**config.mk**
```make
export PLATFORM = sky130hd
export DESIGN_NAME = gregorian_day_number_converter_top
export DESIGN_NICKNAME = d
export VERILOG_FILES = /design/src/rtl/core/gdn_pkg.sv /design/src/rtl/core/gdn_ctrl.sv /design/src/rtl/core/gdn_dp.sv /design/src/rtl/core/gregorian_day_number_converter_top.sv
export SDC_FILE = /design/constraint.sdc
export NUM_CORES = 1
export LEC_CHECK = 0
export BUFFER_PORTS_ARGS = -buffer_cell sky130_fd_sc_hd__buf_2
export CAP_MARGIN = 25
export CORE_MARGIN = 5
export CORE_UTILIZATION = 65
export DETAILED_ROUTE_END_ITERATION = 7
export GPL_ROUTABILITY_DRIVEN = 0
export PLACE_DENSITY = 0.84
export SYNTH_ARGS = -nofsm -noshare
export SYNTH_HDL_FRONTEND = slang
export SYNTH_HIERARCHICAL = 1
export SYNTH_SLANG_ARGS = --single-unit
```
**constraint.sdc**
```tcl
create_clock -name aclk -period 18.95 [get_ports aclk]
set_input_delay 0 -clock aclk [delete_from_list [all_inputs] [get_ports aclk]]
set_output_delay 0 -clock aclk [all_outputs]
set_load 0.01 [all_outputs]
```
**src/rtl/core/gdn_pkg.sv**
```systemverilog
`timescale 1ns / 1ps
// ----------------------------------------------------------------------------
// gdn_pkg
// Shared types, constants and calendar tables for the day number converter.
// ----------------------------------------------------------------------------
package gdn_pkg;

    localparam int MAX_YEAR       = 9999;
    // day number of december 31 of the last supported year
    localparam int MAX_DAY_NUMBER = MAX_YEAR * 365 + MAX_YEAR / 4 - MAX_YEAR / 100
                                    + MAX_YEAR / 400;

    localparam int YEAR_W    = 14;
    localparam int MONTH_W   = 4;
    localparam int DAY_W     = 5;
    localparam int DN_W      = 22;
    localparam int WD_W      = 3;
    localparam int DOY_W     = 9;
    localparam int BIT_W     = 3;
    localparam int Q100_W    = 8;
    localparam int S_TDATA_W = 48;
    localparam int M_TDATA_W = 48;

    // p / 100 as (p * RECIP_100) >> RECIP_SHIFT, exact for any 14-bit p
    localparam int RECIP_100   = 5243;
    localparam int RECIP_SHIFT = 19;
    localparam int PROD_W      = 27;

    localparam logic [DN_W-1:0] DAYS_400 = 22'd146097;
    localparam logic [DN_W-1:0] DAYS_100 = 22'd36524;
    localparam logic [DN_W-1:0] DAYS_4   = 22'd1461;
    localparam logic [DN_W-1:0] DAYS_1   = 22'd365;

    typedef enum logic {
        OP_TO_DAY_NUMBER = 1'b0,
        OP_TO_DATE       = 1'b1
    } gdn_op_t;

    typedef enum logic [3:0] {
        ST_IDLE,
        ST_CHECK_DN,
        ST_DIV,
        ST_MONTH,
        ST_DAY,
        ST_YR_RECIP,
        ST_YR_BASE,
        ST_YR_SUM,
        ST_WEEKDAY,
        ST_OUT
    } gdn_state_t;

    typedef enum logic [3:0] {
        STEP_NONE,
        STEP_CHECK_DN,
        STEP_DIV,
        STEP_MONTH,
        STEP_DAY,
        STEP_YR_RECIP,
        STEP_YR_BASE,
        STEP_YR_SUM,
        STEP_WEEKDAY
    } gdn_step_t;

    typedef enum logic [1:0] {
        DIV_400,
        DIV_100,
        DIV_4,
        DIV_1
    } gdn_div_sel_t;

    typedef struct packed {
        logic             load;
        gdn_step_t        step;
        gdn_div_sel_t     div_sel;
        logic [BIT_W-1:0] bit_idx;
        logic             out_load;
    } gdn_cmd_t;

    typedef struct packed {
        logic err;
    } gdn_status_t;

    // highest quotient bit of each cycle division
    function automatic logic [BIT_W-1:0] div_top_bit(input gdn_div_sel_t sel);
        logic [BIT_W-1:0] b;
        unique case (sel)
            DIV_100, DIV_1: b = 3'd1;
            default:        b = 3'd4;
        endcase
        return b;
    endfunction

    function automatic logic [DAY_W-1:0] month_len(input logic [MONTH_W-1:0] month,
                                                   input logic leap);
        logic [DAY_W-1:0] n;
        unique case (month) inside
            4'd1, 4'd3, 4'd5, 4'd7, 4'd8, 4'd10, 4'd12: n = 5'd31;
            4'd4, 4'd6, 4'd9, 4'd11:                    n = 5'd30;
            4'd2:                                       n = leap ? 5'd29 : 5'd28;
            default:                                    n = 5'd0;
        endcase
        return n;
    endfunction

    // days of a common year before the first of the month
    function automatic logic [DOY_W-1:0] cum_before(input logic [MONTH_W-1:0] month);
        logic [DOY_W-1:0] n;
        unique case (month)
            4'd2:    n = 9'd31;
            4'd3:    n = 9'd59;
            4'd4:    n = 9'd90;
            4'd5:    n = 9'd120;
            4'd6:    n = 9'd151;
            4'd7:    n = 9'd181;
            4'd8:    n = 9'd212;
            4'd9:    n = 9'd243;
            4'd10:   n = 9'd273;
            4'd11:   n = 9'd304;
            4'd12:   n = 9'd334;
            default: n = 9'd0;
        endcase
        return n;
    endfunction

    // 8 is 1 mod 7, so octal digits fold
    function automatic logic [WD_W-1:0] mod7(input logic [DN_W-1:0] v);
        logic [23:0] w;
        logic [5:0]  s1;
        logic [3:0]  s2;
        logic [3:0]  s3;
        w  = {2'b00, v};
        s1 = 6'd0;
        for (int i = 0; i < 8; i++) begin
            s1 = s1 + 6'(w[3*i +: 3]);
        end
        s2 = 4'(s1[5:3]) + 4'(s1[2:0]);
        s3 = 4'(s2[3]) + 4'(s2[2:0]);
        return (s3 == 4'd7) ? 3'd0 : s3[2:0];
    endfunction

endpackage

```
**src/rtl/core/gdn_ctrl.sv**
```systemverilog
`timescale 1ns / 1ps
// ----------------------------------------------------------------------------
// gdn_ctrl
// Sequencer: walks one item through the conversion steps and holds the
// result handshake.
// ----------------------------------------------------------------------------
module gdn_ctrl (
    input  logic                 aclk,
    input  logic                 aresetn,
    input  logic                 s_tvalid,
    output logic                 s_tready,
    input  logic                 s_op,
    output logic                 m_tvalid,
    input  logic                 m_tready,
    input  gdn_pkg::gdn_status_t status,
    output gdn_pkg::gdn_cmd_t    cmd
);
    import gdn_pkg::*;

    gdn_state_t       state_reg, state_next;
    gdn_div_sel_t     div_sel_reg, div_sel_next;
    logic [BIT_W-1:0] bit_reg, bit_next;
    logic             m_tvalid_reg, m_tvalid_next;
    logic             out_free;

    assign out_free = !m_tvalid_reg || m_tready;

    always_comb begin
        state_next = state_reg;
        unique case (state_reg)
            ST_IDLE: begin
                if (s_tvalid) begin
                    state_next = (gdn_op_t'(s_op) == OP_TO_DATE) ? ST_CHECK_DN : ST_YR_RECIP;
                end
            end
            ST_CHECK_DN: state_next = ST_DIV;
            ST_DIV: begin
                if (status.err) begin
                    state_next = ST_OUT;
                end else if (bit_reg == '0 && div_sel_reg == DIV_1) begin
                    state_next = ST_MONTH;
                end
            end
            ST_MONTH:    state_next = ST_DAY;
            ST_DAY:      state_next = ST_WEEKDAY;
            ST_YR_RECIP: state_next = ST_YR_BASE;
            ST_YR_BASE:  state_next = ST_YR_SUM;
            ST_YR_SUM:   state_next = status.err ? ST_OUT : ST_WEEKDAY;
            ST_WEEKDAY:  state_next = ST_OUT;
            ST_OUT: begin
                if (out_free) begin
                    state_next = ST_IDLE;
                end
            end
            default:     state_next = ST_IDLE;
        endcase
    end

    // division sequence counters
    always_comb begin
        div_sel_next = div_sel_reg;
        bit_next     = bit_reg;
        if (state_reg == ST_IDLE) begin
            div_sel_next = DIV_400;
            bit_next     = div_top_bit(DIV_400);
        end else if (state_reg == ST_DIV) begin
            if (bit_reg != '0) begin
                bit_next = bit_reg - 3'd1;
            end else if (div_sel_reg != DIV_1) begin
                div_sel_next = gdn_div_sel_t'(div_sel_reg + 2'd1);
                bit_next     = div_top_bit(gdn_div_sel_t'(div_sel_reg + 2'd1));
            end
        end
    end

    always_comb begin
        m_tvalid_next = m_tvalid_reg;
        if (state_reg == ST_OUT && out_free) begin
            m_tvalid_next = 1'b1;
        end else if (m_tready) begin
            m_tvalid_next = 1'b0;
        end
    end

    always_comb begin
        cmd          = '0;
        cmd.step     = STEP_NONE;
        cmd.div_sel  = div_sel_reg;
        cmd.bit_idx  = bit_reg;
        cmd.load     = (state_reg == ST_IDLE) && s_tvalid;
        cmd.out_load = (state_reg == ST_OUT) && out_free;
        unique case (state_reg)
            ST_CHECK_DN: cmd.step = STEP_CHECK_DN;
            ST_DIV:      cmd.step = STEP_DIV;
            ST_MONTH:    cmd.step = STEP_MONTH;
            ST_DAY:      cmd.step = STEP_DAY;
            ST_YR_RECIP: cmd.step = STEP_YR_RECIP;
            ST_YR_BASE:  cmd.step = STEP_YR_BASE;
            ST_YR_SUM:   cmd.step = STEP_YR_SUM;
            ST_WEEKDAY:  cmd.step = STEP_WEEKDAY;
            default:     cmd.step = STEP_NONE;
        endcase
    end

    always_ff @(posedge aclk) begin
        if (!aresetn) begin
            state_reg    <= ST_IDLE;
            div_sel_reg  <= DIV_400;
            bit_reg      <= '0;
            m_tvalid_reg <= 1'b0;
        end else begin
            state_reg    <= state_next;
            div_sel_reg  <= div_sel_next;
            bit_reg      <= bit_next;
            m_tvalid_reg <= m_tvalid_next;
        end
    end

    assign s_tready = (state_reg == ST_IDLE);
    assign m_tvalid = m_tvalid_reg;

endmodule

```
**src/rtl/core/gdn_dp.sv**
```systemverilog
`timescale 1ns / 1ps
// ----------------------------------------------------------------------------
// gdn_dp
// Datapath: input capture, cycle division by restoring steps, month and
// weekday decode, day number accumulation and the result register.
// ----------------------------------------------------------------------------
module gdn_dp (
    input  logic                             aclk,
    input  gdn_pkg::gdn_cmd_t                cmd,
    input  logic [gdn_pkg::S_TDATA_W-1:0]    s_tdata,
    output gdn_pkg::gdn_status_t             status,
    output logic [gdn_pkg::M_TDATA_W-1:0]    m_tdata,
    output logic                             m_tuser
);
    import gdn_pkg::*;

    logic [YEAR_W-1:0]  year_in_reg;
    logic [MONTH_W-1:0] month_in_reg;
    logic [DAY_W-1:0]   day_in_reg;
    logic [DN_W-1:0]    dn_in_reg;

    logic [DN_W-1:0]    rem_reg;
    logic [YEAR_W-1:0]  year_reg;
    logic [MONTH_W-1:0] month_reg;
    logic [DAY_W-1:0]   day_reg;
    logic [DN_W-1:0]    rn_reg;
    logic [WD_W-1:0]    wd_reg;
    logic               err_reg;
    logic               leap_reg;
    logic [1:0]         c100_reg;
    logic [4:0]         c4_reg;
    logic [1:0]         c1_reg;
    logic [Q100_W-1:0]  q100_reg;
    logic [DN_W-1:0]    dby_reg;

    logic [M_TDATA_W-1:0] m_tdata_reg;
    logic                 m_tuser_reg;

    // division step
    logic [DN_W-1:0]   d_base, d_shift;
    logic [YEAR_W-1:0] w_base, w_shift;
    logic              take;

    // year base (date to day number)
    logic [YEAR_W-1:0] p;
    logic [PROD_W-1:0] prod;
    logic [22:0]       p365;
    logic [YEAR_W-1:0] rem100;
    logic              leap_y;
    logic              date_ok;

    // month decode (day number to date)
    logic              leap_c;
    logic [DOY_W-1:0]  doy;
    logic [MONTH_W-1:0] month_cnt;

    always_comb begin
        unique case (cmd.div_sel)
            DIV_400: begin d_base = DAYS_400; w_base = 14'd400; end
            DIV_100: begin d_base = DAYS_100; w_base = 14'd100; end
            DIV_4:   begin d_base = DAYS_4;   w_base = 14'd4;   end
            default: begin d_base = DAYS_1;   w_base = 14'd1;   end
        endcase
        d_shift = d_base << cmd.bit_idx;
        w_shift = w_base << cmd.bit_idx;
        take    = (rem_reg >= d_shift);
    end

    always_comb begin
        p      = year_in_reg - 14'd1;
        prod   = PROD_W'(p) * PROD_W'(RECIP_100);
        p365   = 23'(p) * 23'd365;
        rem100 = p - 14'(q100_reg) * 14'd100;
        // y is a multiple of 400 exactly when p mod 100 is 99 and p / 100 is 3 mod 4
        leap_y = (year_in_reg[1:0] == 2'd0)
                 && ((rem100 != 14'd99) || (q100_reg[1:0] == 2'd3));
        date_ok = (year_in_reg != '0) && (32'(year_in_reg) <= MAX_YEAR)
                  && (month_in_reg != '0) && (month_in_reg <= 4'd12)
                  && (day_in_reg != '0) && (day_in_reg <= month_len(month_in_reg, leap_y));
    end

    always_comb begin
        // leap when last year of a 4-year block, unless it closes a common century
        leap_c    = (c1_reg == 2'd3) && ((c4_reg != 5'd24) || (c100_reg == 2'd3));
        doy       = rem_reg[DOY_W-1:0] + 9'd1;
        month_cnt = 4'd1;
        for (int m = 1; m < 12; m++) begin
            if (doy > cum_before(4'(m + 1)) + 9'((leap_c && m >= 2) ? 1 : 0)) begin
                month_cnt = month_cnt + 4'd1;
            end
        end
    end

    always_ff @(posedge aclk) begin
        if (cmd.load) begin
            year_in_reg  <= s_tdata[13:0];
            month_in_reg <= s_tdata[17:14];
            day_in_reg   <= s_tdata[22:18];
            dn_in_reg    <= s_tdata[44:23];
            year_reg     <= '0;
            c100_reg     <= '0;
            c4_reg       <= '0;
            c1_reg       <= '0;
            err_reg      <= 1'b0;
        end else begin
            case (cmd.step)
                STEP_CHECK_DN: begin
                    rem_reg <= dn_in_reg - 22'd1;
                    rn_reg  <= dn_in_reg;
                    err_reg <= (dn_in_reg == '0) || (32'(dn_in_reg) > MAX_DAY_NUMBER);
                end
                STEP_DIV: begin
                    if (take) begin
                        rem_reg  <= rem_reg - d_shift;
                        year_reg <= year_reg + w_shift;
                        case (cmd.div_sel)
                            DIV_100: c100_reg[cmd.bit_idx[0]] <= 1'b1;
                            DIV_4:   c4_reg[cmd.bit_idx]      <= 1'b1;
                            DIV_1:   c1_reg[cmd.bit_idx[0]]   <= 1'b1;
                            default: ;
                        endcase
                    end
                end
                STEP_MONTH: begin
                    year_reg  <= year_reg + 14'd1;
                    leap_reg  <= leap_c;
                    month_reg <= month_cnt;
                    rem_reg   <= DN_W'(doy);
                end
                STEP_DAY: begin
                    day_reg <= DAY_W'(rem_reg[DOY_W-1:0] - cum_before(month_reg)
                                      - 9'((leap_reg && month_reg > 4'd2) ? 1 : 0));
                end
                STEP_YR_RECIP: begin
                    q100_reg <= prod[RECIP_SHIFT +: Q100_W];
                end
                STEP_YR_BASE: begin
                    dby_reg   <= DN_W'(p365 + 23'(p >> 2) - 23'(q100_reg)
                                       + 23'(q100_reg >> 2));
                    leap_reg  <= leap_y;
                    err_reg   <= !date_ok;
                    year_reg  <= year_in_reg;
                    month_reg <= month_in_reg;
                    day_reg   <= day_in_reg;
                end
                STEP_YR_SUM: begin
                    rn_reg <= dby_reg + DN_W'(cum_before(month_reg))
                              + DN_W'((leap_reg && month_reg > 4'd2) ? 1 : 0)
                              + DN_W'(day_reg);
                end
                STEP_WEEKDAY: begin
                    wd_reg <= mod7(rn_reg);
                end
                default: ;
            endcase
        end
    end

    // result register, all zero on a range error
    always_ff @(posedge aclk) begin
        if (cmd.out_load) begin
            m_tuser_reg <= err_reg;
            if (err_reg) begin
                m_tdata_reg <= '0;
            end else begin
                m_tdata_reg <= {wd_reg, rn_reg, day_reg, month_reg, year_reg};
            end
        end
    end

    assign status.err = err_reg;
    assign m_tdata    = m_tdata_reg;
    assign m_tuser    = m_tuser_reg;

endmodule

```
**src/rtl/core/gregorian_day_number_converter_top.sv**
```systemverilog
`timescale 1ns / 1ps
// ----------------------------------------------------------------------------
// gregorian_day_number_converter_top
// Proleptic Gregorian date to day number converter and its inverse.
// ----------------------------------------------------------------------------
// One item is processed at a time. A date to day number item (op 0) passes
// through a reciprocal multiply for year / 100, the year base and range
// check, the month sum, and the weekday fold. A day number to date item
// (op 1) runs the restoring divider that strips 400, 100, 4 and 1 year
// cycles one quotient bit per cycle (14 steps), followed by month and day
// decode and the weekday fold. A range error on op 1 skips the division.
// The next item is taken as soon as the result sits in the output register,
// even while it waits for m_tready. Results with range_error set carry
// all-zero data.
module gregorian_day_number_converter_top (
    input  logic        aclk,
    input  logic        aresetn,
    input  logic        s_tvalid,
    output logic        s_tready,
    input  logic [47:0] s_tdata,   // in_year, in_month, in_day, in_day_number, zero pad
    input  logic [0:0]  s_tuser,   // op
    output logic        m_tvalid,
    input  logic        m_tready,
    output logic [47:0] m_tdata,   // out_year, out_month, out_day, out_day_number, weekday
    output logic [0:0]  m_tuser    // range_error
);
    import gdn_pkg::*;

    gdn_cmd_t    cmd;
    gdn_status_t status;

    gdn_ctrl u_ctrl (
        .aclk     (aclk),
        .aresetn  (aresetn),
        .s_tvalid (s_tvalid),
        .s_tready (s_tready),
        .s_op     (s_tuser[0]),
        .m_tvalid (m_tvalid),
        .m_tready (m_tready),
        .status   (status),
        .cmd      (cmd)
    );

    gdn_dp u_dp (
        .aclk    (aclk),
        .cmd     (cmd),
        .s_tdata (s_tdata),
        .status  (status),
        .m_tdata (m_tdata),
        .m_tuser (m_tuser[0])
    );

    // one item in flight: acceptance drops ready
    a_busy_after_accept: assert property (@(posedge aclk) disable iff (!aresetn)
        s_tvalid && s_tready |=> !s_tready)
        else $error("input accepted while an item is in flight");

    a_error_zero: assert property (@(posedge aclk) disable iff (!aresetn)
        m_tvalid && m_tuser[0] |-> m_tdata == '0)
        else $error("range error result carries data");

    a_weekday_range: assert property (@(posedge aclk) disable iff (!aresetn)
        m_tvalid |-> m_tdata[47:45] != 3'd7)
        else $error("weekday out of range");

    a_valid_date: assert property (@(posedge aclk) disable iff (!aresetn)
        m_tvalid && !m_tuser[0] |-> m_tdata[17:14] != 4'd0 && m_tdata[22:18] != 5'd0)
        else $error("valid result with zero month or day");

endmodule

```
==> impl_metrics.json <==
{
  "gr-total-overflow": 0,
  "max_freq_ghz": 0.1135,
  "hold_viol_final": 0,
  "h-tree-depth": 1,
  "status": "finished clean",
  "final_nets": 3012,
  "critPathMaxStageDelay_ns": 0.80,
  "postRouteAntennaNets": 0,
  "fin_crit_sh": 0.4649,
  "drt-total-wl_mm": 57.88,
  "drv_slew": 0,
  "muxShareOfSynthArea": 0.01592,
  "synth.avg_cell_area_sq_um": 9.851,
  "post_cts_buffers": 0,
  "grt_pass1_wl_mm": 93.53,
  "min_period_ns": 8.810,
  "synthAdderAreaFrac": 0.3119,
  "port_buffers": 100,
  "critical_path_class": "reg2reg",
  "synth_top_family_by_area": "adder cells",
  "path_clk_slew_ns": 0.06,
  "async_flop_share": 0,
  "die_h_um": 198.5,
  "skew_ns": 0.01242,
  "yosysTopAreaCellShare": 0.2353,
  "reg2reg_depth": 33,
  "clock_latency_ns": 0.55,
  "row_count": 69,
  "drc": 0,
  "slowest_stage": "edfxtp_1",
  "rsz0062_at_grt": "no",
  "synth_flop_cell": "edfxtp_1",
  "synthXorXnorAreaFrac": 0.05682,
  "fin_setup_tns_ns": 0,
  "drt-wirelength-per-cell_um": 19.52,
  "dieArea_sq_um": 39410,
  "drive_gt1_frac": 0.1002,
  "coreArea_sq_um": 35310,
  "finalSetupViolCount": 0,
  "synthTopCellsByArea": "edfxtp_1, ha_1, fa_1",
  "syn_nets": 2873,
  "syn_area_sq_um": 23100,
  "synth_top_cell_by_area": "edfxtp_1",
  "grt.total_usage": 0.2944,
  "synth-seq-area-share": 0.2760,
  "place_ws_ns": 10.32,
  "ys_ff_latch": 228,
  "tritoncts": "yes",
  "synth_cell_types": 118,
  "num_vias": 18060,
  "r2r-start": "u_dp/rem_reg[0]",
  "syn_inst": 2345,
  "die_w_um": 198.5,
  "final_common_cell": "inv_1",
  "antenna_found_initial": 0,
  "syn2layout_area_growth_pct": 10.32,
  "via_per_inst": 6.090,
  "start_util": 0.6542,
  "io_pins": 104,
  "grt_max_degree": 54,
  "tightest_slew_ns": 0.8893,
  "clkSinkCount": 228,
  "antenna_cells": 0,
  "drtPass1Iterations": 6,
  "layout_common_cells": "inv_1, ha_1, edfxtp_1",
  "required_ns": 19.37,
  "clock_path_buffers": 3,
  "crit_arrival_ns": 9.23,
  "fin_util": 0.7218,
  "grt_pass1_vias": 18550,
  "synth_edf_count": 181,
  "slew_headroom": 0.4071,
  "largest_reg_flops": 48,
  "path_max_fanout": 16,
  "reg2reg_slack_ns": 10.14,
  "cts_root_buf": "clkbuf_16",
  "min_path_cells": 2,
  "maxCapViolCount": 0,
  "dp_hpwl_mm": 45.10,
  "numCtsBuffers": 26,
  "first_iter_violations": 1671,
  "path_common_cell": "ha_1",
  "end_kind": "flop",
  "synth_compound_area_frac": 0.1359,
  "fin_ws_ns": 10.14,
  "min_from": "s_tdata[8]",
  "worst_setup_path_start_kind": "flop",
  "synth-simple-area-share": 0.1323,
  "ys.warnings.count": 6,
  "worstHoldEndpoint": "u_dp/year_in_reg[8]",
  "hp-class": "in2reg"
}
==> logic make-up after synthesis <==
group                    Yosys count
AND/OR/NAND/NOR                  585
adder cells (fa/ha/maj)          475
AO/OA/AOI/OAI                    460
buffers and inverters            419
flip-flops                       228
XOR/XNOR                         144
multiplexers                      34
==> metal layers <==
| metal | GRT usage | vias up | routed length [um] |
|---|---|---|---|
| met5 | 0 | - | 0 |
| li1 | - | 8376 | - |
| met4 | 0.1079 | 0 | 2353 |
| met3 | 0.03642 | 182 | 3853 |
| met1 | 0.3697 | 8759 | 22620 |
| met2 | 0.5247 | 740 | 29060 |
==> how the worst max path moves through the flow <==
stage,slack [ns],end,from,cells after the start
3_3_place_gp,10.63,flop,u_dp/rem_reg[0],33
4_1_cts,10.29,flop,u_dp/rem_reg[0],36
6_report,10.14,flop,u_dp/rem_reg[0],33
2_1_floorplan,11.59,u_dp/q100_reg[6],u_dp/year_in_reg[0],27
3_5_place_dp,10.32,flop,u_dp/rem_reg[0],36
5_1_grt,9.41,flop,u_dp/rem_reg[0],33
==> cell usage after synthesis, drive strengths merged, types with 21 or more instances <==
master,n
dfxtp,47
edfxtp,181
nand2b,22
a21o,33
xor2,44
nor2b,77
nand3,44
inv,351
ha,307
nor2,145
o21ai,110
nor3,35
mux2i,28
and3,21
nand2,136
a21oi,114
fa,168
xnor2,97
clkbuf,48
==> what timing repair did <==
item,4_1_cts,5_1_grt
resized for setup,0,0
endpoints found under the hold margin,59,0
hold buffers,50,0
==> per-stage QoR <==
stage	std cells	hold WS [ns]	area, sq um
detailed placement	2866	0.1783	24090
finish	2965	0.1628	25490
global route	2965	0.1595	25490
CTS	2964	0.1426	25480
floorplan	2345	0.09887	23100
global placement	2865	0.1786	24080
==> area by class of cell <==
class | instances | area [sq um]
multi-input combinational | 1698 | 15110
fill | 2433 | 9824
sequential | 228 | 6377
inverter | 352 | 1321
timing repair buffer | 178 | 1219
clock buffer | 33 | 706.9
tap | 461 | 576.8
clock inverter | 15 | 178.9
==> critical path: cells and delay by family (launching register included) <==
kind | cells | cell delay (ns)
xor gates and xnor gates | 2 | 0.54
buffers and inverters | 5 | 0.57
muxes | 2 | 0.58
DFF | 1 | 0.80
AOI/OAI and AO/OA | 13 | 2.82
and+or+nand+nor | 4 | 0.87
adders and majority gates | 7 | 2.53
Power is left out: the tool's default activity adds up to more than one toggle a clock period on the data nets, which glitch-free logic cannot reach.
